$ cat src/rtl/assert_macros.svh
// Assertion macros shared by the RTL of the GF(2^8) arithmetic unit.
// Needs a clock named clk and a synchronous reset named rst in scope.
`ifndef ASSERT_MACROS_SVH
`define ASSERT_MACROS_SVH

// Checked on every rising edge outside reset.
`define ASSERT_CLK(label, prop, msg) \
  label: assert property (@(posedge clk) disable iff (rst) (prop)) else $error(msg);

// Checked on every rising edge, reset included.
`define ASSERT_ALWAYS(label, prop, msg) \
  label: assert property (@(posedge clk) (prop)) else $error(msg);

`endif

$ cat src/rtl/gfau_pkg.sv
// Types, constants and field functions for the GF(2^8) arithmetic unit.
// No dependencies; used by the interfaces and the top level.
`default_nettype none

package gfau_pkg;

  typedef enum logic [1:0] {
    OP_ADD = 2'd0,
    OP_MUL = 2'd1,
    OP_POW = 2'd2,
    OP_INV = 2'd3
  } op_t;

  localparam logic [7:0] GF_REDUCE  = 8'h1B;
  localparam logic [7:0] GF_ONE     = 8'h01;
  localparam logic [7:0] GF_INV_EXP = 8'd254;
  localparam int unsigned NUM_STEPS = 8;

  // One pipeline stage: running product, running square, exponent bits still
  // to use (LSB first), and the bypassed sum for additions.
  typedef struct packed {
    logic [7:0] acc;
    logic [7:0] sq;
    logic [7:0] ex;
    logic [7:0] sum;
    logic       is_add;
  } stage_t;

  function automatic logic [7:0] gf_double(input logic [7:0] v);
    logic [7:0] s;
    s = {v[6:0], 1'b0};
    if (v[7]) s = s ^ GF_REDUCE;
    return s;
  endfunction

  function automatic logic [7:0] gf_mul(input logic [7:0] x, input logic [7:0] y);
    logic [7:0] acc;
    logic [7:0] sh;
    acc = '0;
    sh  = x;
    for (int i = 0; i < 8; i++) begin
      if (y[i]) acc = acc ^ sh;
      sh = gf_double(sh);
    end
    return acc;
  endfunction

  // One square-and-multiply step.
  function automatic stage_t gf_step(input stage_t s);
    stage_t n;
    n        = s;
    n.acc    = s.ex[0] ? gf_mul(s.acc, s.sq) : s.acc;
    n.sq     = gf_mul(s.sq, s.sq);
    n.ex     = {1'b0, s.ex[7:1]};
    return n;
  endfunction

endpackage

`default_nettype wire

$ cat src/rtl/gfau_if.sv
// Valid/ready channel interfaces for the GF(2^8) arithmetic unit.
// Depends on gfau_pkg for the operation type.
`default_nettype none

interface gfau_req_if;
  logic            valid;
  logic            ready;
  gfau_pkg::op_t   operation;
  logic [7:0]      operand_a;
  logic [7:0]      operand_b;

  modport source (output valid, operation, operand_a, operand_b, input ready);
  modport sink   (input valid, operation, operand_a, operand_b, output ready);
endinterface

interface gfau_rsp_if;
  logic       valid;
  logic       ready;
  logic [7:0] result;

  modport source (output valid, result, input ready);
  modport sink   (input valid, result, output ready);
endinterface

`default_nettype wire

$ cat src/rtl/gf256_arithmetic_unit.sv
// GF(2^8) arithmetic unit (AES polynomial 0x11B): add, multiply, power, inverse.
// Depends on gfau_pkg, gfau_if.sv and assert_macros.svh.
//
// Usage:
//   req carries one item: operation, operand_a, operand_b. rsp returns one
//   result byte per item, in order. Both are valid/ready channels; a transfer
//   happens on a rising edge with valid and ready high.
//   An item is captured into an entry stage and then passes eight
//   square-and-multiply stages, one exponent bit per stage, and its result
//   is presented from the register of the last stage. Multiply runs the same
//   stages with exponent 1 and the second operand as the starting product;
//   inverse uses exponent 254; addition bypasses the products.
//   Throughput is one item per cycle while rsp does not stall; the depth is set
//   by the eight exponent bits, each a full field multiply plus a squaring.
//   When rsp stalls, each stage holds while the one after it is full and
//   empty stages still fill, so req.ready drops only once every stage holds
//   an item. req.ready follows rsp.ready combinationally in that case.
//   Reset (rst, synchronous) empties the pipeline; nothing else is cleared.
`default_nettype none

module gf256_arithmetic_unit (
  input  wire logic  clk,
  input  wire logic  rst,
  gfau_req_if.sink   req,
  gfau_rsp_if.source rsp
);
  import gfau_pkg::*;

  localparam int unsigned LAST = NUM_STEPS;

  stage_t                 st  [LAST+1];
  logic   [LAST:0]        vld;
  logic   [LAST+1:0]      rdy;
  stage_t                 entry;

  // Map multiply, power and inverse onto acc * a^ex; addition uses the bypassed sum.
  always_comb begin
    entry.sq     = req.operand_a;
    entry.sum    = req.operand_a ^ req.operand_b;
    entry.is_add = (req.operation == OP_ADD);
    entry.acc    = GF_ONE;
    entry.ex     = '0;
    unique case (req.operation)
      OP_ADD: entry.ex = '0;
      OP_MUL: begin
        entry.acc = req.operand_b;
        entry.ex  = GF_ONE;
      end
      OP_POW: entry.ex = req.operand_b;
      OP_INV: entry.ex = GF_INV_EXP;
      default: entry.ex = '0;
    endcase
  end

  // A stage may load when it is empty or its content moves on.
  always_comb begin
    rdy[LAST+1] = rsp.ready;
    for (int k = LAST; k >= 0; k--) begin
      rdy[k] = !vld[k] || rdy[k+1];
    end
  end

  always_ff @(posedge clk) begin
    if (rst) begin
      vld <= '0;
    end else begin
      if (rdy[0]) vld[0] <= req.valid;
      for (int k = 1; k <= LAST; k++) begin
        if (rdy[k]) vld[k] <= vld[k-1];
      end
    end
  end

  always_ff @(posedge clk) begin
    if (rdy[0]) st[0] <= entry;
    for (int k = 1; k <= LAST; k++) begin
      if (rdy[k]) st[k] <= gf_step(st[k-1]);
    end
  end

  assign req.ready  = rdy[0];
  assign rsp.valid  = vld[LAST];
  assign rsp.result = st[LAST].is_add ? st[LAST].sum : st[LAST].acc;

  `include "assert_macros.svh"

  `ASSERT_CLK(a_exp_used_up, vld[LAST] |-> (st[LAST].ex == '0), "exponent bits left at output")
  `ASSERT_CLK(a_stall_only_full, !req.ready |-> (&vld && !rsp.ready), "input stalled with room")
  `ASSERT_CLK(a_held_stage, (vld[1] && !rdy[2]) |=> (vld[1] && $stable(st[1])), "stage 1 lost item")
  `ASSERT_ALWAYS(a_reset_empty, $past(rst) |-> (vld == '0), "pipeline not empty after reset")

endmodule

`default_nettype wire

$ cat src/flat_wrapper.sv
// flat-port wrapper written by rule: the top's interface ports become plain ports
module gf256_arithmetic_unit_flat import gfau_pkg::*;
  (clk, rst, req_valid, req_operation, req_operand_a, req_operand_b, req_ready, rsp_valid, rsp_result, rsp_ready);
  gfau_req_if req_i ();
  gfau_rsp_if rsp_i ();
  input  wire logic clk;
  input  wire logic rst;
  input wire logic [$bits(req_i.valid)-1:0] req_valid;
  input wire logic [$bits(req_i.operation)-1:0] req_operation;
  input wire logic [$bits(req_i.operand_a)-1:0] req_operand_a;
  input wire logic [$bits(req_i.operand_b)-1:0] req_operand_b;
  output wire logic [$bits(req_i.ready)-1:0] req_ready;
  output wire logic [$bits(rsp_i.valid)-1:0] rsp_valid;
  output wire logic [$bits(rsp_i.result)-1:0] rsp_result;
  input wire logic [$bits(rsp_i.ready)-1:0] rsp_ready;
  assign req_i.valid = req_valid;
  assign req_i.operation = req_operation;
  assign req_i.operand_a = req_operand_a;
  assign req_i.operand_b = req_operand_b;
  assign req_ready = req_i.ready;
  assign rsp_valid = rsp_i.valid;
  assign rsp_result = rsp_i.result;
  assign rsp_i.ready = rsp_ready;
  gf256_arithmetic_unit u_core (.clk(clk), .rst(rst), .req(req_i), .rsp(rsp_i));
endmodule
$ cat config.mk
export PLATFORM = sky130hd
export DESIGN_NAME = gf256_arithmetic_unit_flat
export DESIGN_NICKNAME = d
export VERILOG_FILES = /design/src/rtl/gfau_pkg.sv /design/src/rtl/gfau_if.sv /design/src/rtl/gf256_arithmetic_unit.sv /design/src/flat_wrapper.sv
export VERILOG_INCLUDE_DIRS = /design/src /design/src/rtl
export SDC_FILE = /design/constraint.sdc
export NUM_CORES = 1
export LEC_CHECK = 0
export ABC_AREA = 1
export BUFFER_PORTS_ARGS = -buffer_cell sky130_fd_sc_hd__clkbuf_2
export CAP_MARGIN = 20
export CELL_PAD_IN_SITES_DETAIL_PLACEMENT = 1
export CELL_PAD_IN_SITES_GLOBAL_PLACEMENT = 1
export CORE_MARGIN = 1.5
export CORE_UTILIZATION = 51
export DETAILED_ROUTE_END_ITERATION = 7
export GPL_ROUTABILITY_DRIVEN = 0
export PLACE_DENSITY = 0.93
export SLEW_MARGIN = 20
export SYNTH_ARGS = -nofsm -noshare
export SYNTH_HDL_FRONTEND = slang
export SYNTH_SLANG_ARGS = --single-unit
$ cat constraint.sdc
create_clock -name clk -period 8.35 [get_ports clk]
set_input_delay 0.4175 -clock clk [delete_from_list [all_inputs] [get_ports clk]]
set_output_delay 0.4175 -clock clk [all_outputs]
set_load 0.005 [all_outputs]
==> results.tsv <==
stage	metric	value	unit
floorplan	rows	85	
drt	drc_errors	0	
place	placed_cell_area	28000	sq um
sta	rsz0062_at_grt	no	
sta	setup_viol	0	
yosys	synth_edf_count	253	
status	status	complete, no violations	
floorplan	boundaryPins	32	
cells_and_area	nFillCells	7408	
global_routing	grt_usage	0.334	
drt	drt_first_pass_iters	5	
cells_and_area	area_growth	4.37	%
drt	route.vias.total	28200	
sta	fmax	232	MHz
sta	setup_ws	4.04	ns
yosys	synth_area_leaders	edfxtp_1, nand2_1, xor2_1	
yosys	synth_nets	4353	
yosys	ys_seq_area_frac	0.280	
cts	clkTransAtPathRegs	0.07	ns
drt	ant_nets	0	
place	pre_cts_ws	4.55	ns
floorplan	die-area	56000	sq um
place	dp_hpwl	68300	um
global_routing	grt_max_degree	34	
cells_and_area	finalInstanceArea	29000	sq um
sta	tightestPinTransition	0.930	ns
cts	cts_setup_buffers	0	
yosys	ys_types	44	
cells_and_area	diodes	0	
floorplan	die_h	237	um
global_routing	grt_pass1_vias	29400	
yosys	synth_top_cell_area_share	0.273	
cells_and_area	drive_gt1_frac	0.0559	
yosys	ys_warn_count	0	
floorplan	initial_core_util	0.516	
sta	post-route-min-period	4.31	ns
floorplan	die_w	237	um
floorplan	core	53900	sq um
cts	cts_buffers	30	
cells_and_area	nNetsFinal	4278	
global_routing	overflow	0	
sta	fin_tns_setup	0	ns
sta	relSlewSlack	0.380	
cts	cts.htree.levels	1	
yosys	synthesis.area	27800	sq um
cts	clock-sinks	262	
cts	cts_tree	done	
place	port_buffers	31	
critical_path	critPathCaptureType	output port	
min_path	min_path_type	in2reg	
yosys	synth_top_cell_by_area	edfxtp_1	
sta	slew_violations	0	
cts	max-clock-path-buffers	3	
yosys	yosysMostFrequentCell	nand2_1	
flow_run	max_cap_viol_count	0	
drt	wl_per_cell	19.0	um
critical_path	critPathMaxFanout	33	
yosys	async_flop_share	0	
cts	cts_root_buf	clkbuf_16	
sta	hold_viol	0	
critical_path	worstPathArrival	3.89	ns
drt	drt-initial-drc-count	2033	
critical_path	criticalPathCategory	reg2out	
cells_and_area	final_core_util	0.539	
sta	timing.final.crit_share	0.516	
drt	drt_wl_total	94600	um
yosys	synth_seq_cells	262	
drt	vias_per_cell	5.68	
yosys	syn_avg_cell_area	6.43	sq um
sta	fin_skew	0.0452	ns
global_routing	antenna_found_initial	2	
critical_path	r2r_slack	4.95	ns
critical_path	critical_path_required	7.93	ns
global_routing	grt_pass1_wl	152000	um
yosys	syn_inst	4324	
yosys	synth_commonest_cells	nand2_1, nand3_1, inv_1	
cts	clk_latency	0.62	ns
critical_path	cp-start-kind	register	
yosys	synth_ff_type	edfxtp_1	
final timing paths:
| path | startpoint | end | depth (start not counted) |
|---|---|---|---|
| worst min register to register | u_core.st[0][239] | u_core.st[0][272] | 0 |
| worst max-delay path | u_core.vld[8] | req_ready | 14 |
| worst min-delay path | req_operand_a[3] | u_core.st[0][20] | 1 |
| worst max register to register | u_core.vld[8] | u_core.st[0][19] | 13 |
cell families (layout without fill, tap and decap cells):
| family | after synthesis | count (layout) | synth area share |
|---|---|---|---|
| and+or+nand+nor | 2757 | 2757 | 0.410 |
| buffers and inverters | 596 | 545 | 0.0947 |
| xor gates and xnor gates | 588 | 588 | 0.189 |
| DFF | 262 | 262 | 0.280 |
| AOI/OAI and AO/OA | 106 | 106 | 0.0206 |
| muxes | 8 | 8 | 0.00324 |
| adders and majority gates | 7 | 7 | 0.00315 |
final cells by class:
type / instances / area (sq um) / area share
Multi-Input combinational cell: 3466 / 17400 / 0.600
Sequential cell: 262 / 7780 / 0.268
Inverter: 450 / 1710 / 0.0588
Tap cell: 696 / 871 / 0.0300
Clock buffer: 37 / 777 / 0.0268
Clock inverter: 19 / 269 / 0.00926
Timing Repair Buffer: 39 / 225 / 0.00776
repair_timing:
action	CTS	global route
hold buffers	1	0
resized for setup	0	0
endpoints found under the hold margin	1	0
endpoints found under the setup margin	0	0
routing by layer:
metal,global-route usage,vias up,share of wire
met4,0.163,4,0.047
met5,0,-,0.00030
met3,0.0365,337,0.053
met2,0.607,1027,0.51
met1,0.389,13700,0.39
li1,-,13200,-
cells in the final DEF, fill, tap and decap left out, types with 4 or more instances in the layout:
cell type  count
a21oi_1       31
buf_4          6
bufinv_16      6
clkbuf_1       7
clkbuf_16     30
clkbuf_2      31
clkinv_1       6
clkinv_2       7
dfxtp_1        9
edfxtp_1     253
ha_1           7
inv_1        394
inv_2         44
inv_4          7
mux2_2         8
nand2_1     1874
nand2_2       52
nand2_4       10
nand2b_1       4
nand3_1      405
nand3b_1      47
nand4_1       21
nor2_1       305
nor2_2         9
o21ai_0       48
o21ai_1        8
o21bai_1       8
o22ai_1        6
or2_1         11
or2_2         11
xnor2_1      270
xor2_1       306
xor2_2         6
flip-flops by register name, summed over array words and instances, names as in the netlist:
register / cells
u_core.vld: 9
u_core.st: 253
critical path, stage by stage (launching register included):
cell and delay [ns]:
dfxtp_1 0.35, inv_1 0.05, nor2_1 0.09, inv_1 0.34, nor2_1 0.27, nand2_1 0.14
nor2_2 0.19, nand2_1 0.09, nor2_1 0.13, nand2_1 0.07, buf_4 0.27, nor2_2 0.21
nand2_1 0.48, buf_4 0.44, clkbuf_2 0.15
stage by stage:
step	std cells	hold WS (ns)
finish	4969	0.0259
global route	4969	0.0259
CTS	4968	0.0139
detailed placement	4911	0.406
global placement	4911	0.401
floorplan	4324	0.400
Power is left out: the tool's default activity adds up to more than one toggle a clock period on the data nets, which glitch-free logic cannot reach.
